`config.mk`:
```
export PLATFORM = sky130hd
export DESIGN_NAME = ptm_front
export DESIGN_NICKNAME = d
export VERILOG_FILES = /design/src/rtl/ptm_pkg.sv /design/src/rtl/ptm_front.sv
export SDC_FILE = /design/constraint.sdc
export NUM_CORES = 1
export LEC_CHECK = 0
export ABC_CLOCK_PERIOD_IN_PS = 900
export BUFFER_PORTS_ARGS = -buffer_cell sky130_fd_sc_hd__buf_2
export CAP_MARGIN = 25
export CORE_UTILIZATION = 35
export CTS_CLUSTER_DIAMETER = 60
export DETAILED_ROUTE_END_ITERATION = 6
export GPL_TIMING_DRIVEN = 0
export PLACE_DENSITY = 0.72
export SYNTH_ARGS = -nofsm -noshare
export SYNTH_HDL_FRONTEND = slang
export SYNTH_SLANG_ARGS = --single-unit
```
`constraint.sdc`:
```
create_clock -name clk -period 0.9 [get_ports clk]
set_clock_uncertainty 0.05 [all_clocks]
set_input_delay 0.18 -clock clk [delete_from_list [all_inputs] [get_ports clk]]
set_output_delay 0.18 -clock clk [all_outputs]
set_load 0.05 [all_outputs]
```
`src/rtl/ptm_pkg.sv`:
```
// ----------------------------------------------------------------------------
// ptm_pkg
// Shared types and constants for the prefix table matcher: table sizes,
// channel payload structs, the queued work item and the result codes.
// ----------------------------------------------------------------------------
`default_nettype none

package ptm_pkg;

  localparam int NUM_ENTRIES = 128;
  localparam int MAX_LEN     = 16;

  localparam int IDX_W      = (NUM_ENTRIES > 1) ? $clog2(NUM_ENTRIES) : 1;
  localparam int CNT_W      = $clog2(NUM_ENTRIES + 1);
  localparam int LEN_W      = $clog2(MAX_LEN + 1);
  localparam int CHAR_DEPTH = NUM_ENTRIES * MAX_LEN;
  localparam int CADDR_W    = (CHAR_DEPTH > 1) ? $clog2(CHAR_DEPTH) : 1;

  localparam int QUEUE_DEPTH = 2;

  typedef enum logic {
    OP_LOAD  = 1'b0,
    OP_QUERY = 1'b1
  } op_e;

  localparam logic       KIND_LOAD   = 1'b0;
  localparam logic       KIND_QUERY  = 1'b1;

  localparam logic [1:0] MK_NONE     = 2'd0;
  localparam logic [1:0] MK_PARTIAL  = 2'd1;
  localparam logic [1:0] MK_EXACT    = 2'd2;

  localparam logic [1:0] LS_ADDED    = 2'd0;
  localparam logic [1:0] LS_FULL     = 2'd1;
  localparam logic [1:0] LS_TOO_LONG = 2'd2;

  typedef struct packed {
    logic       cmd;
    logic [7:0] char_code;
    logic       empty_req;
    logic       last;
    logic [7:0] action;
  } in_item_t;

  typedef struct packed {
    logic       kind;
    logic [1:0] match_kind;
    logic [7:0] action_out;
    logic [1:0] load_status;
  } out_item_t;

  // Classified item as it travels from the front end to the engine.
  typedef struct packed {
    op_e        op;
    logic       has_char;
    logic       last;
    logic [7:0] char_code;
    logic [7:0] action;
  } work_t;

endpackage

`default_nettype wire

```
`src/rtl/ptm_front.sv`:
```
// ----------------------------------------------------------------------------
// ptm_front
// Input stage: accepts items, classifies them into load or query work and
// drops items that end nothing and carry no character.
// ----------------------------------------------------------------------------
`default_nettype none

module ptm_front import ptm_pkg::*; (
  input  logic     clk,
  input  logic     rst_n,
  input  logic     in_valid,
  output logic     in_ready,
  input  in_item_t in_data,
  output logic     wr_valid,
  input  logic     wr_ready,
  output work_t    wr_item
);

  logic  vld_r, vld_nxt;
  work_t item_r;
  work_t item_nxt;
  logic  keep;

  // An empty item that does not end the string has no effect anywhere.
  assign keep     = !in_data.empty_req || in_data.last;
  assign in_ready = !vld_r || wr_ready;
  assign wr_valid = vld_r;
  assign wr_item  = item_r;

  always_comb begin
    item_nxt.op        = op_e'(in_data.cmd);
    item_nxt.has_char  = !in_data.empty_req;
    item_nxt.last      = in_data.last;
    item_nxt.char_code = in_data.char_code;
    item_nxt.action    = in_data.action;
    vld_nxt = vld_r;
    if (in_ready) begin
      vld_nxt = in_valid && keep;
    end
  end

  always_ff @(posedge clk) begin
    if (!rst_n) begin
      vld_r <= 1'b0;
    end else begin
      vld_r <= vld_nxt;
    end
  end

  always_ff @(posedge clk) begin
    if (in_valid && in_ready) begin
      item_r <= item_nxt;
    end
  end

endmodule

`default_nettype wire

```
==> reports/qor.csv <==
stage,metric,value,unit
critical_path,Worst path slowest cell,dfxtp_4,
yosys,Synth Area per Inst,23.8,um^2
floorplan,Initial Util,37.2,%
sta,RSZ-0062 raised after global routing,yes,
power_and_ir_drop,Power Internal,0.00144,W
floorplan,I/O pin count,44,
finish,fillers,125,
sta,"Slew Viols, Final",0,
power_and_ir_drop,Net Sw Frac,28.2,%
finish,area of the multi-input gates,45.0,um^2
placement,hpwl dp,754,um
critical_path,kind of critical path,flip-flop to output pin,
global_route,pin count of the biggest net entering global routing,20,
critical_path,CP Cell Sequence,nand2b_4 -> buf_8,
floorplan,Die Wd,44.9,um
floorplan,die area,0.00201,mm^2
cts,Clock H-tree levels,1,
power_and_ir_drop,VDD IR max,1000,uV
critical_path,Startpoint Class,flip-flop,
cts,total CTS buffers,3,
yosys,post-synthesis sequential area ratio,91.8,%
yosys,Synth Instances,27,
sta,worst slew pin tran,0.246,ns
drt,drt drc,0,
cts,Clock Latency Late Sink,0.29,ns
finish,post-route cell area,0.00122,mm^2
finish,n_diodes,0,
yosys,Cell variety after synth,8,
placement,I/O Buffers,43,
sta,setup violators final,41,
sta,max_slew headroom,83.6,%
sta,fin crit share,124,%
sta,setup TNS,-7.86,ns
worst_hold_path,Hold/Removal Path Class,input pin to flip-flop,
cts,CTS Sinks,20,
floorplan,height of the die,44.9,um
critical_path,Critical Path RT,0.67,ns
global_route,initial antenna violation count,0,
critical_path,Max stage delay on crit path,0.37,ns
drt,number of iterations in the first detailed-routing pass,4,
drt,"antenna viol nets, final",0,
yosys,Synth Warn #,0,
finish,Area Overhead vs Synth,89.7,%
power_and_ir_drop,static leakage,0.526,nW
yosys,synthesized net count,50,
placement,DP Area,893,um^2
flow_run,max-cap violations,0,
finish,fraction of layout cells with a size suffix above 1,57.1,%
global_route,GR Overflow Total,0,
floorplan,Rows,15,
finish,sequential cell area,594,um^2
placement,routability cong.,0.653,
yosys,Yosys reg bits,20,
global_route,first-pass GRT wire length,1860,um
status,failing checks,negative setup slack,
power_and_ir_drop,switching pwr,0.000568,W
cts,CTS tree,done,
status,status,"complete, but fails checks",
drt,Starting DRT DRC Count,4,
power_and_ir_drop,Clock Power Share,21.3,%
power_and_ir_drop,total power,0.00201,W
global_route,GRT Util Overall,13.9,%
sta,"Min Clock Period, post-route",1.12,ns
critical_path,crit path DAT,0.89,ns
cts,clock tree buffer depth,2,
sta,Max Fclk,0.893,GHz
drt,Routed WL per cell,13.2,um
critical_path,CP Capture Type,output pin,
cts,CTS Root Cell,clkbuf_4,
global_route,vias in the first global route,446,
drt,WL final,1530,um
critical_path,CP Max Fanout,3,
sta,setup ws final,-0.220,ns
power_and_ir_drop,Comb pwr share,23.3,%
sta,final hold violation count,0,
yosys,Synth Cell Area,643,um^2
cts,Clock transition at path regs,0.11,ns
drt,drt via density,4.30,
finish,nets,115,
power_and_ir_drop,P per Cell Area,1650,mW/mm^2
power_and_ir_drop,Sequential Power Share,55.4,%
sta,hold slack,0.0132,ns
floorplan,core area,0.00173,mm^2
drt,Via Count,499,
worst paths after layout:
kind / start / end / slack [ns] / depth (start not counted)
max: wr_valid / in_ready / -0.22 / 2
max reg2reg: wr_valid / wr_item[13] / -0.20 / 2
min reg2reg: wr_valid / wr_valid / 0.68 / 4
min: in_data[17] / wr_item[15] / 0.01 / 1
sequential cells by signal, summed over array words and instances (netlist names):
name	cells
wr_valid	1
wr_item	19
stage by stage:
stage | setup WS [ns] | utilization (%) | std cells
4_1_cts | -0.214 | 64.2 | 105
3_3_place_gp | -0.168 | 51.7 | 95
2_1_floorplan | -0.337 | - | 27
6_report | -0.220 | 70.7 | 116
5_1_grt | -0.258 | 70.7 | 116
3_5_place_dp | -0.177 | 51.7 | 95
critical path, delay by kind of cell, from the launching register on:
family        cells  cell delay, ns
flops             1            0.37
buf+inv           1            0.14
simple gates      1            0.08
cell usage after synthesis:
cell type | n | share of area [%]
and2_4 | 1 | 1.4
nand2_1 | 1 | 0.58
edfxtp_1 | 19 | 89
o22ai_2 | 1 | 1.9
nor2b_1 | 1 | 0.97
dfxtp_1 | 1 | 3.1
nand2b_4 | 1 | 2.1
inv_1 | 2 | 1.2
power by group through the flow:
stage	sequential (W)	combinational (W)	clock, W
global route	0.00112	0.000491	0.000473
finish	0.00111	0.000469	0.000428
detailed placement	0.00112	0.000341	0
CTS	0.00111	0.000426	0.000424
global placement	0.00112	0.000337	0
floorplan	0.00132	0.0000419	0
logic make-up after synthesis:
logic type | Yosys count | share of synthesized area, %
AOI/OAI and AO/OA | 1 | 1.95
and+or+nand+nor | 4 | 5.06
DFF | 20 | 91.8
buffers and inverters | 2 | 1.17
placed cells by master (no fill, tap or decap), drive strengths merged:
master,synthesis,final
dfxtp,1,1
nand2b,1,1
clkbuf,0,3
nor2b,1,1
o22ai,1,1
buf,0,45
dlygate4sd3,0,15
inv,2,2
nand2,1,1
and2,1,1
clkinv,0,1
edfxtp,19,19
layout make-up:
class / count / share of cell area (%)
Clock buffer: 3 / 1.85
Multi-Input combinational cell: 5 / 3.69
Timing Repair Buffer: 60 / 42.3
Clock inverter: 1 / 0.308
Tap cell: 25 / 2.56
Sequential cell: 20 / 48.7
Inverter: 2 / 0.615
what timing repair did:
action	4_1_cts	5_1_grt
setup buffers	1	1
hold buffers	5	10
hold endpoints to repair	5	10
endpoints found under the setup margin	40	40
resized for setup	42	1
cloned	0	0
per-layer routing:
metal	share of wire, %	global-route usage, %
met2	55	27.4
met1	34	11.1
met5	0	0
met3	10	7.20
met4	0.52	5.45
Power figures use the tool's default switching activity.
