[config.mk]
export PLATFORM = sky130hd
export DESIGN_NAME = ptm_queue
export DESIGN_NICKNAME = d
export VERILOG_FILES = /design/src/rtl/ptm_pkg.sv /design/src/rtl/ptm_queue.sv
export SDC_FILE = /design/constraint.sdc
export NUM_CORES = 1
export LEC_CHECK = 0
export ABC_AREA = 1
export BUFFER_PORTS_ARGS = -buffer_cell sky130_fd_sc_hd__clkbuf_2
export CORE_MARGIN = 2
export CORE_UTILIZATION = 58
export CTS_BUF_LIST = sky130_fd_sc_hd__clkbuf_8
export DETAILED_ROUTE_END_ITERATION = 10
export PLACE_DENSITY = 0.87
export SYNTH_ARGS = -nofsm -noshare
export SYNTH_HDL_FRONTEND = slang
export SYNTH_SLANG_ARGS = --single-unit
[constraint.sdc]
create_clock -name clk -period 3.2 [get_ports clk]
set_input_delay 0.64 -clock clk [delete_from_list [all_inputs] [get_ports clk]]
set_output_delay 0.64 -clock clk [all_outputs]
set_load 0.05 [all_outputs]
[src/rtl/ptm_pkg.sv]
// ----------------------------------------------------------------------------
// ptm_pkg
// Shared types and constants for the prefix table matcher: table sizes,
// channel payload structs, the queued work item and the result codes.
// ----------------------------------------------------------------------------
`default_nettype none

package ptm_pkg;

  localparam int NUM_ENTRIES = 128;
  localparam int MAX_LEN     = 16;

  localparam int IDX_W      = (NUM_ENTRIES > 1) ? $clog2(NUM_ENTRIES) : 1;
  localparam int CNT_W      = $clog2(NUM_ENTRIES + 1);
  localparam int LEN_W      = $clog2(MAX_LEN + 1);
  localparam int CHAR_DEPTH = NUM_ENTRIES * MAX_LEN;
  localparam int CADDR_W    = (CHAR_DEPTH > 1) ? $clog2(CHAR_DEPTH) : 1;

  localparam int QUEUE_DEPTH = 2;

  typedef enum logic {
    OP_LOAD  = 1'b0,
    OP_QUERY = 1'b1
  } op_e;

  localparam logic       KIND_LOAD   = 1'b0;
  localparam logic       KIND_QUERY  = 1'b1;

  localparam logic [1:0] MK_NONE     = 2'd0;
  localparam logic [1:0] MK_PARTIAL  = 2'd1;
  localparam logic [1:0] MK_EXACT    = 2'd2;

  localparam logic [1:0] LS_ADDED    = 2'd0;
  localparam logic [1:0] LS_FULL     = 2'd1;
  localparam logic [1:0] LS_TOO_LONG = 2'd2;

  typedef struct packed {
    logic       cmd;
    logic [7:0] char_code;
    logic       empty_req;
    logic       last;
    logic [7:0] action;
  } in_item_t;

  typedef struct packed {
    logic       kind;
    logic [1:0] match_kind;
    logic [7:0] action_out;
    logic [1:0] load_status;
  } out_item_t;

  // Classified item as it travels from the front end to the engine.
  typedef struct packed {
    op_e        op;
    logic       has_char;
    logic       last;
    logic [7:0] char_code;
    logic [7:0] action;
  } work_t;

endpackage

`default_nettype wire

[src/rtl/ptm_queue.sv]
// ----------------------------------------------------------------------------
// ptm_queue
// Short FIFO of classified work items between the front end and the engine.
// ----------------------------------------------------------------------------
`default_nettype none

module ptm_queue import ptm_pkg::*; (
  input  logic  clk,
  input  logic  rst_n,
  input  logic  wr_valid,
  output logic  wr_ready,
  input  work_t wr_item,
  output logic  rd_valid,
  input  logic  rd_ready,
  output work_t rd_item
);

  localparam int PTR_W  = (QUEUE_DEPTH > 1) ? $clog2(QUEUE_DEPTH) : 1;
  localparam int FILL_W = $clog2(QUEUE_DEPTH + 1);

  work_t             slot_r [QUEUE_DEPTH];
  logic [PTR_W-1:0]  wptr_r, wptr_nxt;
  logic [PTR_W-1:0]  rptr_r, rptr_nxt;
  logic [FILL_W-1:0] fill_r, fill_nxt;
  logic              push, pop;

  assign wr_ready = fill_r != FILL_W'(QUEUE_DEPTH);
  assign rd_valid = fill_r != '0;
  assign rd_item  = slot_r[rptr_r];
  assign push     = wr_valid && wr_ready;
  assign pop      = rd_valid && rd_ready;

  always_comb begin
    wptr_nxt = wptr_r;
    rptr_nxt = rptr_r;
    fill_nxt = fill_r;
    if (push) begin
      wptr_nxt = (wptr_r == PTR_W'(QUEUE_DEPTH - 1)) ? '0 : wptr_r + 1'b1;
    end
    if (pop) begin
      rptr_nxt = (rptr_r == PTR_W'(QUEUE_DEPTH - 1)) ? '0 : rptr_r + 1'b1;
    end
    if (push && !pop) begin
      fill_nxt = fill_r + 1'b1;
    end else if (pop && !push) begin
      fill_nxt = fill_r - 1'b1;
    end
  end

  always_ff @(posedge clk) begin
    if (!rst_n) begin
      wptr_r <= '0;
      rptr_r <= '0;
      fill_r <= '0;
    end else begin
      wptr_r <= wptr_nxt;
      rptr_r <= rptr_nxt;
      fill_r <= fill_nxt;
    end
  end

  always_ff @(posedge clk) begin
    if (push) begin
      slot_r[wptr_r] <= wr_item;
    end
  end

endmodule

`default_nettype wire

==> impl_results.md, run 1 <==
* Status: finished, final reports clean
* Fin area at a little under 0.002 sq mm
* GRT Total Usage at around 16%
* GR Util met1 at between 15 and 20%
* PostCTS Resize Cnt at 0
* CP Max Fanout at 14
* Gr busiest metal: met2
* Cells after synthesis at 96
* CP Buf/Inv Count at 2
* Min Tclk post-route at about 2.3 ns
* First-pass detailed-route iteration total at 4
* Setup Skew at around 0.0031 ns
* Final setup violating endpoints at 0
* Cell Rows at 19
* CTS Buf Count at 5
* Met3 Usage GRT at about 6.6%
* GRT met2 Usage at 26.3%
* Period utilization at just over 70%
* Max Root-Sink Buffers at 2
* Largest net degree at the start of global routing at 20
* Hold crit path type: flip-flop to flip-flop
* First-pass GRT wire length at roughly 3.7 mm
* Slowest CP cell: dfxtp_1
* Leakage at ~0.8 nW
* Final cell count without fillers at between 150 and 200
* Width of the die at approximately 58 microns
* DR iter-0 viols at 32
* Commonest non-fill, non-tap cell in the layout: clkbuf_2
* Post-synthesis cell type count at 15
* Synthesized Nets at 120
* CP max stage delay at approximately 0.44 ns
* Max Cap Viol at 0
* Vias per cell at between 5 and 6
* FF-to-FF Start: fill_r[0]
* Setup TNS at 0 ns
* Hold_sp: rptr_r
* CTS Hold Buffers Added at 0
* # diodes at 0
* Cells after DPL at ~170
* Max Freq at 0.440 GHz
* Flops & latches, synth at 43
* Setup repair after global routing missed its margin: no
* Share of cells above drive strength 1 at ~49%
* Area Growth Syn to Fin at 19.0%
* Root Driver: clkbuf_8
* Worst path cell trace: buf_4, mux2_2, clkbuf_2
* CTS tree: built
* Area after DPL at 0.00190 sq mm
* Post-detail-place hpwl at about 1.8 mm
* IO buf count at 43
* Delay-heaviest family, CP: buffers and inverters
* Initial antenna violation count at 0
* Initial Utilization at between 60% and 70%
* GRT Residual Overflow at 0
* WP data required at about 2.6 ns
* Pwr Density at between 800 and 900 mW/mm^2
* Drt drc at 0
* Rel. slew slack at approximately a third
* Commonest cells after routing, fill and taps aside: 43 x clkbuf_2, 38 x edfxtp_1, 10 x inv_1, 10 x mux2_4
* Crit end category: output pin
* Core box area at 0.00273 sq mm
* Startpoint types: flip-flop
* Crit path arrival time at approximately 1.6 ns
* Clk pin slew, worst setup/hold paths at approximately 0.070 ns
* Slew @ Worst Pin at a little under 1 ns
* Die Area at 0.00331 sq mm
* Clk sinks at 43
* Final ANT Viol Nets at 0
* Max-slew violation count at 0
* Via Count at a little over 900
* Nets@finish at around 170
* Final hold violations at 0
* Worst-Skew Late Latency at roughly 0.28 ns
* Fill count at between 150 and 200
* Mapped Avg Cell Area at between 15 and 20 sq um
* I/O pin cnt at between 40 and 50
* Die Ht at between 50 and 60 microns
* Maximum VDD drop at between 700 and 800 uV
* Vias in the first global route at ~840
* CTS HTree Levels at 2
* WS Path Type: flip-flop to output pin
* WL per Instance at around 14 microns
* Seq/Total Area, Yosys at approximately 75%
* Ys Warns at 0
* Cell Area, Synth at 0.00166 sq mm
* Power, Total at 1.72 mW
* Routed WL at around 2.5 mm
* Post-CTS Setup Bufs at 0
* GP Congestion at between 0.6 and 0.7
-- synth_stat cells --
cell	count	area share, %
edfxtp_1	38	69
mux2_4	10	9.0
mux2_2	9	6.1
nand2_1	9	2.0
inv_1	8	1.8
nor2_1	8	1.8
dfxtp_1	5	6.0
o21ai_0	2	0.60
a21oi_1	1	0.30
buf_12	1	1.2
buf_6	1	0.68
ha_1	1	0.75
nand3_1	1	0.30
nand4_1	1	0.38
o21a_1	1	0.45
-- through the flow --
step / setup WS [ns] / hold WS, ns / util (%)
after CTS: 0.891 / 0.502 / 72.4
final: 0.925 / 0.495 / 72.4
after floorplan: 1.02 / 0.467 / -
after global placement: 1.23 / 0.481 / 69.5
after global routing: 0.801 / 0.530 / 72.4
after detailed placement: 1.18 / 0.485 / 69.5
-- kinds of logic after synthesis --
family | Yosys count | share of synthesized area, %
DFF | 43 | 74.6
muxes | 19 | 15.1
and+or+nand+nor | 19 | 4.51
buffers and inverters | 10 | 3.68
AOI/OAI and AO/OA | 4 | 1.35
adders and majority gates | 1 | 0.752
-- state kept, by name (all words and copies together) (netlist names), named ones only --
register  flops
fill_r        2
rptr_r        1
slot_r       38
wptr_r        1
-- worst paths after layout --
check	end	slack (ns)	depth (start not counted)
worst min register to register	rptr_r	0.50	2
worst max register to register	slot_r[0][4]	1.38	4
worst max-delay path	rd_item[5]	0.93	3
worst min-delay path	rptr_r	0.50	2
-- metal layers --
metal | vias up | part of all wire [%] | wire length (microns)
met2 | 37 | 52 | 1300
met3 | 4 | 7.6 | 189
met4 | 0 | 1.2 | 29
li1 | 450 | - | -
met5 | - | 0 | 0
met1 | 418 | 39 | 966
-- worst min-delay path: stages, from the launching register on --
cell     delay, ns
dfxtp_1       0.33
nor2_1        0.05
nor2_1        0.08
-- power by group --
| group | switching, mW | internal, mW | total [mW] |
|---|---|---|---|
| Combinational | 0.472 | 0.192 | 0.663 |
| Sequential | 0.0348 | 0.713 | 0.748 |
| Clock | 0.159 | 0.146 | 0.306 |
| Total | 0.666 | 1.05 | 1.72 |
-- cell type report --
class	count	area (sq um)	area share, %
clock buffers	5	68.8	3.47
clock inverters	3	12.5	0.632
inverters	8	30.0	1.52
multi-input cells	43	367	18.5
flip-flops and latches	43	1240	62.7
well taps	31	38.8	1.96
repair buffers	44	223	11.2
(Power assumes the default switching activity.)
==> run 2, diff against run 1 <==
ABC_AREA = 0   (was 1)
CORE_UTILIZATION = 53   (was 58)
PLACE_DENSITY = 0.81   (was 0.87)
clock period = 2.2 ns   (was 3.2 ns; I/O delays follow)
==> run 2 against run 1 <==
Utilization down 6.3 points. Global-route usage down 1.4 points. Power up 48%. Register-to-register slack worse by 0.76 ns. Critical path type unchanged. Critical endpoint is now rd_item[6]. Largest cell class unchanged.
==> impl_results.md, run 2 <==
* Seq/Total Area, Yosys at between 70% and 80%
* Leakage at about 0.78 nW
* Share of cells above drive strength 1 at 54.8%
* WL per Instance at around 14 microns
* Crit path arrival time at around 1.6 ns
* Slowest CP cell: dfxtp_1
* Min Tclk post-route at 2.02 ns
* # diodes at 0
* Area of the multi-input gates at between 300 and 400 sq um
* Routed WL at between 2 and 2.5 mm
* Hold crit path type: input pin to flip-flop
* Vias per cell at roughly 5
* Status: finished, final reports clean
* Register with the most flip-flops: slot_r
* Nets@finish at between 150 and 200
* Root Driver: clkbuf_8
* Flops & latches, synth at 43
* Worst path cell trace: buf_12, mux2_2, clkbuf_2
* Drt drc at 0
* Final hold violations at 0
* Area Growth Syn to Fin at 22.4%
* Width of the die at 59.1 microns
* Met3 Usage GRT at about 7.4%
* PostCTS Resize Cnt at 0
* Final ANT Viol Nets at 0
* Commonest non-fill, non-tap cell in the layout: clkbuf_2
* Max Root-Sink Buffers at 2
* Vias in the first global route at ~850
* Crit end category: output pin
* Setup slack at placement at roughly 0.48 ns
* GRT Residual Overflow at 0
* First-pass detailed-route iteration total at 6
* CTS HTree Levels at 2
* Slew @ Worst Pin at 0.340 ns
* CP Buf/Inv Count at 2
* Post-detail-place hpwl at ~1.7 mm
* Power, Total at approximately 2.5 mW
* Most common library cells after synthesis: 38 x edfxtp_1, 19 x mux2_2, 5 x dfxtp_1, 4 x and2_1, 2 x xnor2_1
* CTS Hold Buffers Added at 0
* Ys Warns at 0
* Synthesized Nets at about 110
* Via Count at roughly 840
* Setup repair after global routing missed its margin: no
* Core box area at between 0.002 and 0.003 sq mm
* PnR worst setup slack at around 0.18 ns
* Most common cell in the netlist: edfxtp_1
* Largest net degree at the start of global routing at 20
* WS Path Type: flip-flop to output pin
* Rel. slew slack at 77.3%
* Area after DPL at 0.00189 sq mm
* Gr busiest metal: met2
* Top cells by area, synth: edfxtp_1 71%, mux2_2 13%, dfxtp_1 6.2%
* Reg area at around 0.0012 sq mm
* Period utilization at between 90% and 100%
* Clk pin slew, worst setup/hold paths at ~0.07 ns
* Yosys top cell by area: edfxtp_1
* GR Util met1 at between 10% and 20%
* CTS Buf Count at 5
* Mapped Avg Cell Area at between 15 and 20 sq um
* Setup Skew at ~0.0031 ns
* Cells after synthesis at between 80 and 90
* Delay-heaviest family, CP: flip-flops
* Max Freq at 0.496 GHz
* IO buf count at 43
* Top-area cell type share of the netlist area at ~71%
* Pwr Density at between 1000 and 1500 mW/mm^2
* GRT met2 Usage at 24.9%
* Initial Utilization at between 50% and 60%
* WP data required at approximately 1.8 ns
* Post-CTS Setup Bufs at 0
* DR iter-0 viols at 15
* Commonest cells after routing, fill and taps aside: 43 x clkbuf_2, 38 x edfxtp_1, 19 x mux2_2, 5 x dfxtp_1, 5 x clkbuf_8
* Clk sinks at 43
* Cell Area, Synth at approximately 0.0016 sq mm
* Startpoint types: flip-flop
* GRT Total Usage at around 14%
* Top_reg_cell synth: edfxtp_1
* Final setup violating endpoints at 0
* Post-synthesis cell type count at 20
* Die Area at 0.00350 sq mm
* Maximum VDD drop at slightly below 700 uV
* Number of synthesized flops with an enable pin at 38
* Initial antenna violation count at 0
* Setup TNS at 0 ns
* Biggest regs: slot_r (38), fill_r (2)
* Fin area at 0.00197 sq mm
* CP max stage delay at around 0.52 ns
* Cell Rows at 20
* Max reg flops at 38
* Worst-Skew Late Latency at 0.28 ns
* GP Congestion at 0.706
* Max-slew violation count at 0
* Ys async rst share at 0%
* Die Ht at ~59 microns
* CP Max Fanout at 13
* I/O pin cnt at 44
* Reg2reg setup slack at slightly above 0.6 ns
* Max Cap Viol at 0
* First-pass GRT wire length at roughly 3.5 mm
* Fill count at 200
* CTS tree: built
## run 2: changes by cell type after synthesis, sizes merged, moves of 2 or more
cell    previous run  this run
and2               0         4
xnor2              0         2
nor2               8         0
inv                8         1
nand2              9         0
a21boi             0         2
## run 2: worst paths after layout
path	cells after the start	from	to
hold / removal	1	wr_item[15]	slot_r[0][15]
hold reg to reg	2	fill_r[1]	fill_r[1]
setup / recovery	3	flip-flop	rd_item[6]
setup reg to reg	5	fill_r[0]	fill_r[1]
## run 2: kinds of logic after synthesis
logic type / synth area share (%)
xor+xnor: 1.63
fa+ha+maj: 0.777
compound gates: 2.18
flops: 77.1
buf+inv: 1.01
mux: 13.3
simple gates: 4.04
## run 2: power by group
part           switching [mW]  total (mW)  internal [mW]  leakage (nW)
logic                   0.674       0.999          0.325         0.330
clock network           0.232       0.445          0.213        0.0505
registers              0.0629        1.09           1.03         0.396
## run 2: cell type report
| type | count | area share (%) |
|---|---|---|
| clock inverters | 3 | 0.635 |
| repair buffers | 46 | 12.7 |
| well taps | 33 | 2.10 |
| multi-input cells | 37 | 17.9 |
| inverters | 1 | 0.190 |
| flip-flops and latches | 43 | 63.0 |
| clock buffers | 5 | 3.49 |
## run 2: worst register-to-register path: stages (launching register included)
cell	delay (ns)
dfxtp_1	0.36
nand2b_4	0.17
and2_1	0.17
ha_1	0.33
or3_1	0.36
a21boi_1	0.13
## run 2: metal layers
metal  wire length [microns]  share of wire (%)
met5                       0                  0
met4                       8               0.34
met3                     170                7.2
met2                    1290                 55
met1                     892                 38
## run 2: through the flow
step                      instances  hold slack [ns]  util (%)
after floorplan                  83            0.512         -
after global placement          160            0.532      63.4
after detailed placement        160            0.543      63.4
after CTS                       168            0.333      66.2
after global routing            168            0.329      66.2
final                           168            0.342      66.2
